$ cat src/rtl/nlp_pkg.sv
// Shared types, character constants and digit helpers for the numeric literal parser.
`default_nettype none
package nlp_pkg;

    localparam logic [7:0] CHAR_DOLLAR  = 8'h24;
    localparam logic [7:0] CHAR_HASH    = 8'h23;
    localparam logic [7:0] CHAR_PERCENT = 8'h25;
    localparam logic [7:0] CHAR_ZERO    = 8'h30;
    localparam logic [7:0] CHAR_ONE     = 8'h31;
    localparam logic [7:0] CHAR_NINE    = 8'h39;
    localparam logic [7:0] CHAR_UPPER_A = 8'h41;
    localparam logic [7:0] CHAR_UPPER_F = 8'h46;
    localparam logic [7:0] CHAR_UPPER_Z = 8'h5A;
    localparam logic [7:0] CHAR_LOWER_H = 8'h68;
    localparam logic [7:0] CHAR_LOWER_B = 8'h62;
    localparam logic [7:0] CHAR_LOWER_X = 8'h78;
    localparam logic [7:0] UPPER_MASK   = 8'hDF;
    localparam logic [7:0] LOWER_BIT    = 8'h20;

    localparam int unsigned CFG_INDEX_W = 8;
    localparam int unsigned CFG_DATA_W  = 24;

    localparam logic [CFG_INDEX_W-1:0] CFG_RELOCATE_ENABLE = 8'd0;
    localparam logic [CFG_INDEX_W-1:0] CFG_RELOC_BASE      = 8'd1;
    localparam logic [CFG_INDEX_W-1:0] CFG_RELOC_OUT_BASE  = 8'd2;
    localparam logic [CFG_INDEX_W-1:0] CFG_LABEL_CHECK     = 8'd3;

    // Candidate results of the accumulators for the character being processed.
    typedef struct packed {
        logic [31:0] hex0;      // offset 0, before this character
        logic        hex0_err;
        logic [31:0] bin0;
        logic        bin0_err;
        logic [31:0] hex1;      // offsets 1 and 2, after this character
        logic        hex1_err;
        logic [31:0] bin1;
        logic        bin1_err;
        logic [31:0] hex2;
        logic        hex2_err;
        logic [31:0] bin2;
        logic        bin2_err;
        logic [31:0] dec;
        logic        dec_err;
        logic [7:0]  first;
        logic [7:0]  second;
        logic        single;    // literal is one character long
    } nlp_acc_t;

    function automatic logic is_dec_digit(input logic [7:0] c);
        return (c >= CHAR_ZERO) && (c <= CHAR_NINE);
    endfunction

    // {valid, digit}
    function automatic logic [4:0] hex_digit(input logic [7:0] c);
        logic [7:0] u;
        logic [7:0] d;
        u = c & UPPER_MASK;
        d = u - CHAR_UPPER_A + 8'd10;
        if (is_dec_digit(c))
            return {1'b1, c[3:0]};
        else if ((u >= CHAR_UPPER_A) && (u <= CHAR_UPPER_F))
            return {1'b1, d[3:0]};
        else
            return 5'b0;
    endfunction

    function automatic logic [7:0] fold_lower(input logic [7:0] c);
        if ((c >= CHAR_UPPER_A) && (c <= CHAR_UPPER_Z))
            return c | LOWER_BIT;
        else
            return c;
    endfunction

endpackage
`default_nettype wire

$ cat src/rtl/nlp_accum.sv
// Running hex, binary and decimal accumulators and character bookkeeping.
`default_nettype none
module nlp_accum (
    input  wire logic             clk,
    input  wire logic             rst_n,
    input  wire logic             fire,
    input  wire logic [7:0]       char_code,
    input  wire logic             is_last,
    output nlp_pkg::nlp_acc_t     acc
);

    logic [7:0]  first_char_reg, second_char_reg;
    logic [1:0]  char_position_reg, char_position_next;
    logic [31:0] hex_accum_reg [3];
    logic [31:0] hex_accum_next [3];
    logic [31:0] bin_accum_reg [3];
    logic [31:0] bin_accum_next [3];
    logic [3:0]  hex_last_reg [3];
    logic [3:0]  hex_last_next [3];
    logic        bin_last_reg [3];
    logic        bin_last_next [3];
    logic        hex_err_reg [3];
    logic        hex_err_next [3];
    logic        bin_err_reg [3];
    logic        bin_err_next [3];
    logic [31:0] dec_accum_reg, dec_accum_next;
    logic [3:0]  dec_last_reg, dec_last_next;
    logic        dec_err_reg, dec_err_next;

    logic [2:0]  feed_en;
    logic [4:0]  hd;
    logic        bin_ok, dec_ok;
    logic [3:0]  hx;
    logic        bx;

    always_comb
    begin
        feed_en = {char_position_reg[1], char_position_reg != 2'd0, 1'b1};
        hd      = nlp_pkg::hex_digit(char_code);
        bin_ok  = (char_code == nlp_pkg::CHAR_ZERO) || (char_code == nlp_pkg::CHAR_ONE);
        dec_ok  = nlp_pkg::is_dec_digit(char_code);

        for (int k = 0; k < 3; k++)
        begin
            hx = hd[4] ? hd[3:0] : hex_last_reg[k];
            bx = bin_ok ? char_code[0] : bin_last_reg[k];
            if (feed_en[k])
            begin
                hex_accum_next[k] = {hex_accum_reg[k][27:0], hx};
                hex_last_next[k]  = hx;
                hex_err_next[k]   = hex_err_reg[k] | ~hd[4];
                bin_accum_next[k] = {bin_accum_reg[k][30:0], bx};
                bin_last_next[k]  = bx;
                bin_err_next[k]   = bin_err_reg[k] | ~bin_ok;
            end
            else
            begin
                hex_accum_next[k] = hex_accum_reg[k];
                hex_last_next[k]  = hex_last_reg[k];
                hex_err_next[k]   = hex_err_reg[k];
                bin_accum_next[k] = bin_accum_reg[k];
                bin_last_next[k]  = bin_last_reg[k];
                bin_err_next[k]   = bin_err_reg[k];
            end
        end

        dec_last_next  = dec_ok ? char_code[3:0] : dec_last_reg;
        dec_err_next   = dec_err_reg | ~dec_ok;
        // times ten as two shifted adds
        dec_accum_next = {dec_accum_reg[28:0], 3'b0} + {dec_accum_reg[30:0], 1'b0}
                       + {28'b0, dec_last_next};

        char_position_next = (char_position_reg == 2'd3) ? char_position_reg
                                                          : char_position_reg + 2'd1;

        acc.hex0     = hex_accum_reg[0];
        acc.hex0_err = hex_err_reg[0];
        acc.bin0     = bin_accum_reg[0];
        acc.bin0_err = bin_err_reg[0];
        acc.hex1     = hex_accum_next[1];
        acc.hex1_err = hex_err_next[1];
        acc.bin1     = bin_accum_next[1];
        acc.bin1_err = bin_err_next[1];
        acc.hex2     = hex_accum_next[2];
        acc.hex2_err = hex_err_next[2];
        acc.bin2     = bin_accum_next[2];
        acc.bin2_err = bin_err_next[2];
        acc.dec      = dec_accum_next;
        acc.dec_err  = dec_err_next;
        acc.first    = (char_position_reg == 2'd0) ? char_code : first_char_reg;
        acc.second   = (char_position_reg == 2'd1) ? char_code : second_char_reg;
        acc.single   = (char_position_reg == 2'd0);
    end

    always_ff @(posedge clk or negedge rst_n)
    begin
        if (!rst_n)
        begin
            first_char_reg    <= '0;
            second_char_reg   <= '0;
            char_position_reg <= '0;
            dec_accum_reg     <= '0;
            dec_last_reg      <= '0;
            dec_err_reg       <= 1'b0;
            for (int k = 0; k < 3; k++)
            begin
                hex_accum_reg[k] <= '0;
                bin_accum_reg[k] <= '0;
                hex_last_reg[k]  <= '0;
                bin_last_reg[k]  <= 1'b0;
                hex_err_reg[k]   <= 1'b0;
                bin_err_reg[k]   <= 1'b0;
            end
        end
        else if (fire)
        begin
            if (is_last)
            begin
                first_char_reg    <= '0;
                second_char_reg   <= '0;
                char_position_reg <= '0;
                dec_accum_reg     <= '0;
                dec_last_reg      <= '0;
                dec_err_reg       <= 1'b0;
                for (int k = 0; k < 3; k++)
                begin
                    hex_accum_reg[k] <= '0;
                    bin_accum_reg[k] <= '0;
                    hex_last_reg[k]  <= '0;
                    bin_last_reg[k]  <= 1'b0;
                    hex_err_reg[k]   <= 1'b0;
                    bin_err_reg[k]   <= 1'b0;
                end
            end
            else
            begin
                first_char_reg    <= acc.first;
                second_char_reg   <= acc.second;
                char_position_reg <= char_position_next;
                dec_accum_reg     <= dec_accum_next;
                dec_last_reg      <= dec_last_next;
                dec_err_reg       <= dec_err_next;
                for (int k = 0; k < 3; k++)
                begin
                    hex_accum_reg[k] <= hex_accum_next[k];
                    bin_accum_reg[k] <= bin_accum_next[k];
                    hex_last_reg[k]  <= hex_last_next[k];
                    bin_last_reg[k]  <= bin_last_next[k];
                    hex_err_reg[k]   <= hex_err_next[k];
                    bin_err_reg[k]   <= bin_err_next[k];
                end
            end
        end
    end

endmodule
`default_nettype wire

$ cat src/rtl/nlp_select.sv
// Picks the literal form from its spelling and produces the final value and error.
`default_nettype none
module nlp_select (
    input  wire nlp_pkg::nlp_acc_t acc,
    input  wire logic [7:0]        char_code,
    input  wire logic [23:0]       current_address,
    input  wire logic              relocate_enable,
    input  wire logic [23:0]       reloc_base,
    input  wire logic [23:0]       reloc_out_base,
    input  wire logic              label_check,
    output logic [31:0]            value,
    output logic                   error
);

    logic [7:0]  lastl, secondl;
    logic        first_dollar, first_hash, first_pct;
    logic        last_h, last_b, rejected;
    logic [31:0] reloc_addr;

    always_comb
    begin
        lastl        = nlp_pkg::fold_lower(char_code);
        secondl      = nlp_pkg::fold_lower(acc.second);
        first_dollar = (acc.first == nlp_pkg::CHAR_DOLLAR);
        first_hash   = (acc.first == nlp_pkg::CHAR_HASH);
        first_pct    = (acc.first == nlp_pkg::CHAR_PERCENT);
        last_h       = (lastl == nlp_pkg::CHAR_LOWER_H);
        last_b       = (lastl == nlp_pkg::CHAR_LOWER_B);
        rejected     = label_check && !nlp_pkg::is_dec_digit(acc.first) && !first_dollar
                    && !first_hash && !first_pct && !last_h && !last_b;
        reloc_addr   = {8'b0, reloc_base}
                     + ({8'b0, current_address} - {8'b0, reloc_out_base});

        value = '0;
        error = 1'b0;
        if (rejected)
        begin
            error = 1'b1;
        end
        else if (first_dollar && acc.single)
        begin
            value = relocate_enable ? reloc_addr : {8'b0, current_address};
        end
        else if (first_dollar || first_hash)
        begin
            value = acc.hex1;
            error = acc.hex1_err;
        end
        else if (first_pct)
        begin
            value = acc.bin1;
            error = acc.bin1_err;
        end
        else if (acc.single)
        begin
            value = acc.dec;
            error = acc.dec_err;
        end
        else if (last_h)
        begin
            value = acc.hex0;
            error = acc.hex0_err;
        end
        else if (acc.first == nlp_pkg::CHAR_ZERO && secondl == nlp_pkg::CHAR_LOWER_X)
        begin
            value = acc.hex2;
            error = acc.hex2_err;
        end
        else if (acc.first == nlp_pkg::CHAR_ZERO && secondl == nlp_pkg::CHAR_LOWER_B)
        begin
            value = acc.bin2;
            error = acc.bin2_err;
        end
        else if (last_b)
        begin
            value = acc.bin0;
            error = acc.bin0_err;
        end
        else
        begin
            value = acc.dec;
            error = acc.dec_err;
        end
    end

endmodule
`default_nettype wire

$ cat src/rtl/numeric_literal_parser.sv
// Top level of the numeric literal parser: input register, parse stage, result register.
//
// Usage: send the characters of one literal on the input channel, one request per
// character, with is_last high on the final one. current_address is read only on
// the final character of a lone '$'. One result (value, error) comes out per
// literal; other characters produce nothing on the output channel.
// Channels use valid/stall: a request moves when valid is high and stall is low.
// Configuration writes go on cfg_valid/cfg_ready (always ready) with cfg_index
// selecting relocate_enable, reloc_base, reloc_out_base or label_check; write
// only while no literal is in flight.
// The last character's result is registered after the input register and parse stage.
// Throughput: one character per cycle while no result is stalled, set by the single
// accumulator update in the parse stage that sits between the input and result registers.
// Reset clears configuration, all accumulators and both valid flags.
// When the receiver stalls with a result held, the parse stage holds and the input
// register fills; in_stall then rises until the result is taken.
`default_nettype none
module numeric_literal_parser (
    input  wire logic                               clk,
    input  wire logic                               rst_n,
    input  wire logic                               in_valid,
    output logic                                    in_stall,
    input  wire logic [7:0]                         char_code,
    input  wire logic                               is_last,
    input  wire logic [23:0]                        current_address,
    output logic                                    out_valid,
    input  wire logic                               out_stall,
    output logic signed [31:0]                      value,
    output logic                                    error,
    input  wire logic                               cfg_valid,
    output logic                                    cfg_ready,
    input  wire logic [nlp_pkg::CFG_INDEX_W-1:0]    cfg_index,
    input  wire logic [nlp_pkg::CFG_DATA_W-1:0]     cfg_data
);

    logic        relocate_enable_reg, label_check_reg;
    logic [23:0] reloc_base_reg, reloc_out_base_reg;

    logic        in_valid_reg;
    logic [7:0]  in_char_reg;
    logic        in_last_reg;
    logic [23:0] in_addr_reg;

    logic        out_valid_reg;
    logic [31:0] out_value_reg;
    logic        out_error_reg;

    logic        proc_fire, in_load;
    logic [31:0] sel_value;
    logic        sel_error;

    nlp_pkg::nlp_acc_t acc;

    assign proc_fire = in_valid_reg && (!out_valid_reg || !out_stall);
    assign in_stall  = in_valid_reg && !proc_fire;
    assign in_load   = in_valid && !in_stall;
    assign cfg_ready = 1'b1;
    assign out_valid = out_valid_reg;
    assign value     = out_value_reg;
    assign error     = out_error_reg;

    always_ff @(posedge clk or negedge rst_n)
    begin
        if (!rst_n)
        begin
            relocate_enable_reg <= 1'b0;
            reloc_base_reg      <= '0;
            reloc_out_base_reg  <= '0;
            label_check_reg     <= 1'b0;
        end
        else if (cfg_valid && cfg_ready)
        begin
            unique case (cfg_index)
                nlp_pkg::CFG_RELOCATE_ENABLE: relocate_enable_reg <= cfg_data[0];
                nlp_pkg::CFG_RELOC_BASE:      reloc_base_reg      <= cfg_data;
                nlp_pkg::CFG_RELOC_OUT_BASE:  reloc_out_base_reg  <= cfg_data;
                nlp_pkg::CFG_LABEL_CHECK:     label_check_reg     <= cfg_data[0];
                default: ;
            endcase
        end
    end

    always_ff @(posedge clk or negedge rst_n)
    begin
        if (!rst_n)
            in_valid_reg <= 1'b0;
        else if (in_load)
            in_valid_reg <= 1'b1;
        else if (proc_fire)
            in_valid_reg <= 1'b0;
    end

    always_ff @(posedge clk)
    begin
        if (in_load)
        begin
            in_char_reg <= char_code;
            in_last_reg <= is_last;
            in_addr_reg <= current_address;
        end
    end

    nlp_accum u_accum (
        .clk       (clk),
        .rst_n     (rst_n),
        .fire      (proc_fire),
        .char_code (in_char_reg),
        .is_last   (in_last_reg),
        .acc       (acc)
    );

    nlp_select u_select (
        .acc             (acc),
        .char_code       (in_char_reg),
        .current_address (in_addr_reg),
        .relocate_enable (relocate_enable_reg),
        .reloc_base      (reloc_base_reg),
        .reloc_out_base  (reloc_out_base_reg),
        .label_check     (label_check_reg),
        .value           (sel_value),
        .error           (sel_error)
    );

    always_ff @(posedge clk or negedge rst_n)
    begin
        if (!rst_n)
            out_valid_reg <= 1'b0;
        else if (proc_fire && in_last_reg)
            out_valid_reg <= 1'b1;
        else if (!out_stall)
            out_valid_reg <= 1'b0;
    end

    always_ff @(posedge clk)
    begin
        if (proc_fire && in_last_reg)
        begin
            out_value_reg <= sel_value;
            out_error_reg <= sel_error;
        end
    end

endmodule
`default_nettype wire

$ cat config.mk
export PLATFORM = sky130hd
export DESIGN_NAME = numeric_literal_parser
export DESIGN_NICKNAME = d
export VERILOG_FILES = /design/src/rtl/nlp_pkg.sv /design/src/rtl/nlp_accum.sv /design/src/rtl/nlp_select.sv /design/src/rtl/numeric_literal_parser.sv
export SDC_FILE = /design/constraint.sdc
export NUM_CORES = 1
export LEC_CHECK = 0
export BUFFER_PORTS_ARGS = -buffer_cell sky130_fd_sc_hd__buf_2
export CAP_MARGIN = 10
export CORE_MARGIN = 4
export CORE_UTILIZATION = 40
export DETAILED_ROUTE_END_ITERATION = 10
export GPL_TIMING_DRIVEN = 0
export PLACE_DENSITY = 0.65
export SLEW_MARGIN = 10
export SYNTH_ARGS = -nofsm -noshare
export SYNTH_HDL_FRONTEND = slang
export SYNTH_SLANG_ARGS = --single-unit
$ cat constraint.sdc
create_clock -name clk -period 15.2 [get_ports clk]
set_input_delay 3.04 -clock clk [delete_from_list [all_inputs] [get_ports clk]]
set_output_delay 3.04 -clock clk [all_outputs]
set_load 0.005 [all_outputs]
# Yosys cells after proc, flatten, opt, wreduce, memory -nomap -nowiden
# Cells that the tools add are included.
[op_classes]
addsub = 7
magnitude_cmp = 10
eq_ne = 17
mux = 59
n_bitwise = 10
n_reduce_logical = 44
[op_table]
columns = ["op", "count"]
rows = [
  ["32-bit 2-to-1 mux", 13],
  ["96-bit 2-to-1 mux", 2],
  ["8-bit by 6-bit == test with 1-bit output (second input constant)", 6],
  ["24-bit by 32-bit adder with 32-bit output", 1],
  ["32-bit adder", 1],
  ["32-bit by 4-bit adder with 32-bit output", 1],
  ["8-bit by 7-bit == test with 1-bit output (second input constant)", 4],
  ["8-bit 2-to-1 mux", 4],
  ["31-bit 2-to-1 mux", 1],
  ["4-bit 2-to-1 mux", 7],
  ["24-bit by 24-bit subtractor with 25-bit output", 1],
  ["8-bit by 7-bit >= comparator with 1-bit output (second input constant)", 3],
  ["8-bit by 7-bit <= comparator with 1-bit output (second input constant)", 3],
  ["1-bit 2-to-1 mux", 22],
  ["1-bit logical AND", 18],
  ["8-bit by 2-bit == test with 1-bit output (second input constant)", 2],
  ["8-bit by 6-bit >= comparator with 1-bit output (second input constant)", 2],
  ["8-bit by 6-bit <= comparator with 1-bit output (second input constant)", 2],
  ["2-bit AND reduction", 7],
  ["12-bit 2-to-1 mux", 1],
  ["6-bit 2-to-1 mux", 2],
  ["1-bit zero test", 10],
  ["5-bit 2-to-1 mux", 2],
  ["3-bit 2-to-1 mux", 3],
  ["15 further kinds", 29],
]
[totals]
regBits = 385
input_bits = 70
out_inout_bits = 36
wordCells = 182

# Logic depth before layout (Yosys ltp)
[depth]
depth_word = 14
depth_mapped = 23

# By module
# A second synthesis with hierarchy kept.
[hier_totals]
cells_unflattened = 2204
area_unflattened_um2 = 23264.8
[by_module_without_submodules]
columns = ["module", "instances", "cells_each", "area_per_inst_um2"]
rows = [
  ["nlp_accum", 1, 1199, 13909.6],
  ["nlp_select", 1, 815, 5316.3],
  ["numeric_literal_parser", 1, 190, 4038.9],
]

# Worst setup path after synthesis
# OpenSTA, ideal clock, no wires.
[synth_timing]
kind = "input -> output"
start = "input port out_stall"
end = "output port in_stall"
t_arrival_ns = 3.194
slack_ns = 8.966
cell_stages = 2
n_path_buf = 0
path_cell_list = "nand3_1 -> inv_1"
[synth_between]
elab_chain_cells = 5
[synth_rtl]
columns = ["element", "line", "source"]
rows = [
  ["start: declaration", "numeric_literal_parser.sv:27", "input wire logic out_stall,"],
  ["1-bit zero test", "n/a", ""],
  ["1-bit logical OR", "numeric_literal_parser.sv:54", "assign proc_fire = in_valid_reg && (!out_valid_reg || !out_stall);"],
  ["1-bit logical AND", "numeric_literal_parser.sv:54", ""],
  ["1-bit zero test", "numeric_literal_parser.sv:55", "assign in_stall = in_valid_reg && !proc_fire;"],
  ["1-bit logical AND", "numeric_literal_parser.sv:55", ""],
  ["end: declaration", "numeric_literal_parser.sv:22", "output logic in_stall,"],
]
# Every way passes these cells.

# Final worst setup path
[layout_timing]
start = "register in_char_reg[0]"
end = "register out_value_reg[12] (netlist: value[12]) (data pin)"
[layout_between]
elab_chain_cells = 13
elab_cells_between_ends = 50
[layout_rtl]
columns = ["element", "line", "source"]
rows = [
  ["start: declaration", "numeric_literal_parser.sv:40", "logic [7:0] in_char_reg;"],
  ["start signal: assignment", "numeric_literal_parser.sv:97", "in_char_reg <= char_code;"],
  ["parallel branches: the longest is 13 deep, another holds 32-bit by 4-bit adder with 32-bit output", "n/a", ""],
  ["end signal: assignment", "numeric_literal_parser.sv:138", "out_value_reg <= sel_value;"],
  ["end: declaration", "numeric_literal_parser.sv:45", "logic [31:0] out_value_reg;"],
]
# Several ways; the timed one is not identified.
# A chain may end at the register's enable or synchronous reset.

==> results.txt <==
# rows -> 89
Mapped Cells -> 2668
hpwl dp -> 70.80 mm
GRT Resource Usage Total -> 0.2869
Fmax -> 123.7 MHz
Main synth FF type -> dfrtp_1
synth unique cells -> 89
worst-margin pin slew -> 1.308 ns
Iter 0 DRT Violations -> 3432
Max Cap Viol -> 0
Leak -> 11.68 nW
Vias -> 22.88k
Final min period -> 8.081 ns
CP required -> 15.45 ns
WS Path Type -> register to register
number of flops mapped to enable cells by yosys -> 66
die height -> 252.4 um
CTS H-tree depth -> 2
post-synthesis sequential area ratio -> 0.4098
ANT nets after route -> 0
1st-pass router iterations -> 7
IO Count -> 106
Setup TNS -> 0 ns
unrepaired setup endpoints after global routing -> false
layout cells sized above 1 -> 0.1017
Routed Wire Length -> 94.36 mm
reg2reg path depth -> 18
Die X-Extent -> 252.4 um
CTS Root Cell -> clkbuf_16
CP endpoint kind -> register
first-pass GRT wire length -> 138.8 mm
Worst-path clk slew -> 0.06 ns
status -> complete, no violations
largest net degree at the start of global routing -> 108
Synth Register Bits -> 378
port bufs -> 104
Skew-Pair Late Insertion Delay -> 0.61 ns
FILL cells -> 5718
critical path peak fanout -> 10
Remaining Overflow, GRT -> 0
Final #Nets -> 3012
TritonCTS buffer count -> 46
Synth async-reset ratio -> 0.8254
Hold Crit Depth -> 2
CTS tree -> done
hold path startpoint -> u_accum.acc[214]
area delta synth->final -> 13.35%
Avg WL per Cell -> 25.95 um
die area -> 63700 um^2
critical path arrival -> 8.34 ns
post-CTS sizing -> 0
final-report max-slew violation count -> 0
vias in the first global route -> 21.80k
drc violations -> 0
antenna violations before repair -> 2
hold buffer count at CTS -> 0
core area -> 59020 um^2
Final Setup Violations -> 0
Synthesis Warnings -> 0
Synth Cell Area -> 23890 um^2
Final Util -> 0.4588
Final Cycle Share -> 0.5317
Clock Skews -> 0.02567 ns
Synth Area per Inst -> 8.954 um^2
crit path from -> in_char_reg[0]
relative slew slack -> 0.1216
power density over the cells -> 133.3 nW/um^2
R2R Path Start -> in_char_reg[0]
Clock Sinks -> 378
largest buffer count on any clock path -> 3
via density per instance -> 6.291
CP Launch Type -> register
Initial Utilization -> 0.4048
syn nets -> 2856
Fin. Hold Viols -> 0
worst hold-check path type -> register to register
peak supply drop -> 0.08996 mV
Routability Congestion -> 1.057
Post-CTS Setup Repair Bufs -> 0
## metrics by stage
step	setup WS, ns	hold WS (ns)	std cells	cell area (um^2)	power, mW
after detailed placement	7.809	0.4631	3549	25490	2.414
after floorplan	8.966	0.4387	2668	23890	1.938
final	7.119	0.4810	3636	27080	3.610
after global routing	7.395	0.5144	3635	27080	3.733
after global placement	4.800	0.4556	3545	25380	2.395
after CTS	7.756	0.4809	3635	27080	3.570
## cells in the mapped netlist (all sizes together), types with 15 or more instances
cell | count | area (um^2)
a21o | 26 | 195.2
a22oi | 71 | 533.0
edfxtp | 66 | 1982
a22o | 25 | 219.0
dfrtp | 312 | 7807
nor3 | 44 | 230.2
o21ai | 267 | 1336
o211ai | 21 | 162.6
clkbuf | 146 | 548.0
and3 | 22 | 137.6
mux2 | 70 | 788.3
a31oi | 28 | 181.4
nor2b | 64 | 400.4
mux2i | 71 | 710.7
inv | 59 | 221.5
buf | 36 | 172.7
nor2 | 113 | 424.2
a21oi | 253 | 1270
o21bai | 19 | 142.6
a221oi | 18 | 157.7
ha | 114 | 1426
nand2 | 396 | 1489
nand2b | 15 | 93.84
nand3b | 65 | 488.0
xor2 | 25 | 219.0
a211oi | 40 | 300.3
o31ai | 17 | 127.6
xnor2 | 42 | 367.9
nand3 | 28 | 140.1
o22ai | 18 | 112.6
## worst paths after layout
check                           slack [ns]                    end
worst max-delay path                  7.12              value[12]
worst min-delay path                  0.48       u_accum.acc[214]
worst max register to register        7.12              value[12]
worst min register to register        0.48       u_accum.acc[214]
max in group asynchronous            11.66  reloc_out_base_reg[7]
min in group asynchronous             2.28       u_accum.acc[201]
## critical path, cell delays in order (launching register included)
cell and delay (ns):
edfxtp_1 0.45, clkbuf_1 0.37, inv_1 0.34, ha_1 0.22, o21bai_1 0.12, a21oi_1 0.84
mux2_2 0.52, fa_1 0.55, inv_1 0.08, fa_1 0.46, nand2b_1 0.19, a21o_1 0.22
a211oi_1 0.27, a211oi_1 0.11, xnor2_1 1.02, a211oi_1 0.28, nor4_1 0.77, a211oi_1 0.14
a211oi_1 0.78
## placed cells by master, fill, tap and decap left out, types with 28 or more instances in the layout
cell,synthesis,routed
ha_1,114,114
mux2i_1,71,71
edfxtp_1,66,66
buf_2,12,115
nor2b_1,64,64
dfrtp_1,312,312
xnor2_1,42,42
nor2_1,113,113
a22oi_1,71,71
clkbuf_1,146,158
nand2_1,395,395
inv_1,59,59
o21ai_0,252,252
nand3b_1,65,65
clkbuf_16,0,50
nor3_1,42,42
a21oi_1,252,252
mux2_2,70,70
nand3_1,28,28
a211oi_1,40,40
## where the power goes
group / internal (mW) / switching (mW)
Sequential: 1.16 / 0.119
Combinational: 0.353 / 0.819
Clock: 0.684 / 0.473
Total: 2.20 / 1.41
## per-layer routing
layer	vias up	track usage	wire, um
li1	10100	-	-
met1	11200	0.3954	38790
met2	1322	0.4352	41080
met3	246	0.07213	10140
met4	4	0.1132	4323
met5	-	0	27
## cell type report
| class | instances | area [um^2] | share of cell area |
|---|---|---|---|
| antenna | 1 | 2.502 | 0.00009241 |
| buffer | 182 | 720.7 | 0.02661 |
| clock buffer | 72 | 1434 | 0.05295 |
| clock inverter | 14 | 150.1 | 0.005545 |
| inverter | 60 | 226.5 | 0.008363 |
| multi-input combinational | 2048 | 13160 | 0.4858 |
| sequential | 378 | 9789 | 0.3615 |
| tap | 773 | 967.2 | 0.03572 |
| timing repair buffer | 108 | 633.1 | 0.02338 |
## kinds of logic after synthesis
| logic type | share of synthesized area |
|---|---|
| AND/OR/NAND/NOR | 0.1683 |
| buffers and inverters | 0.03959 |
| other | 0.0001570 |
| AO/OA/AOI/OAI | 0.2319 |
| multiplexers | 0.06274 |
| flip-flops | 0.4098 |
| XOR/XNOR | 0.02456 |
| adder cells (fa/ha/maj) | 0.06306 |
Note: power is estimated with default switching activity, not from simulation.
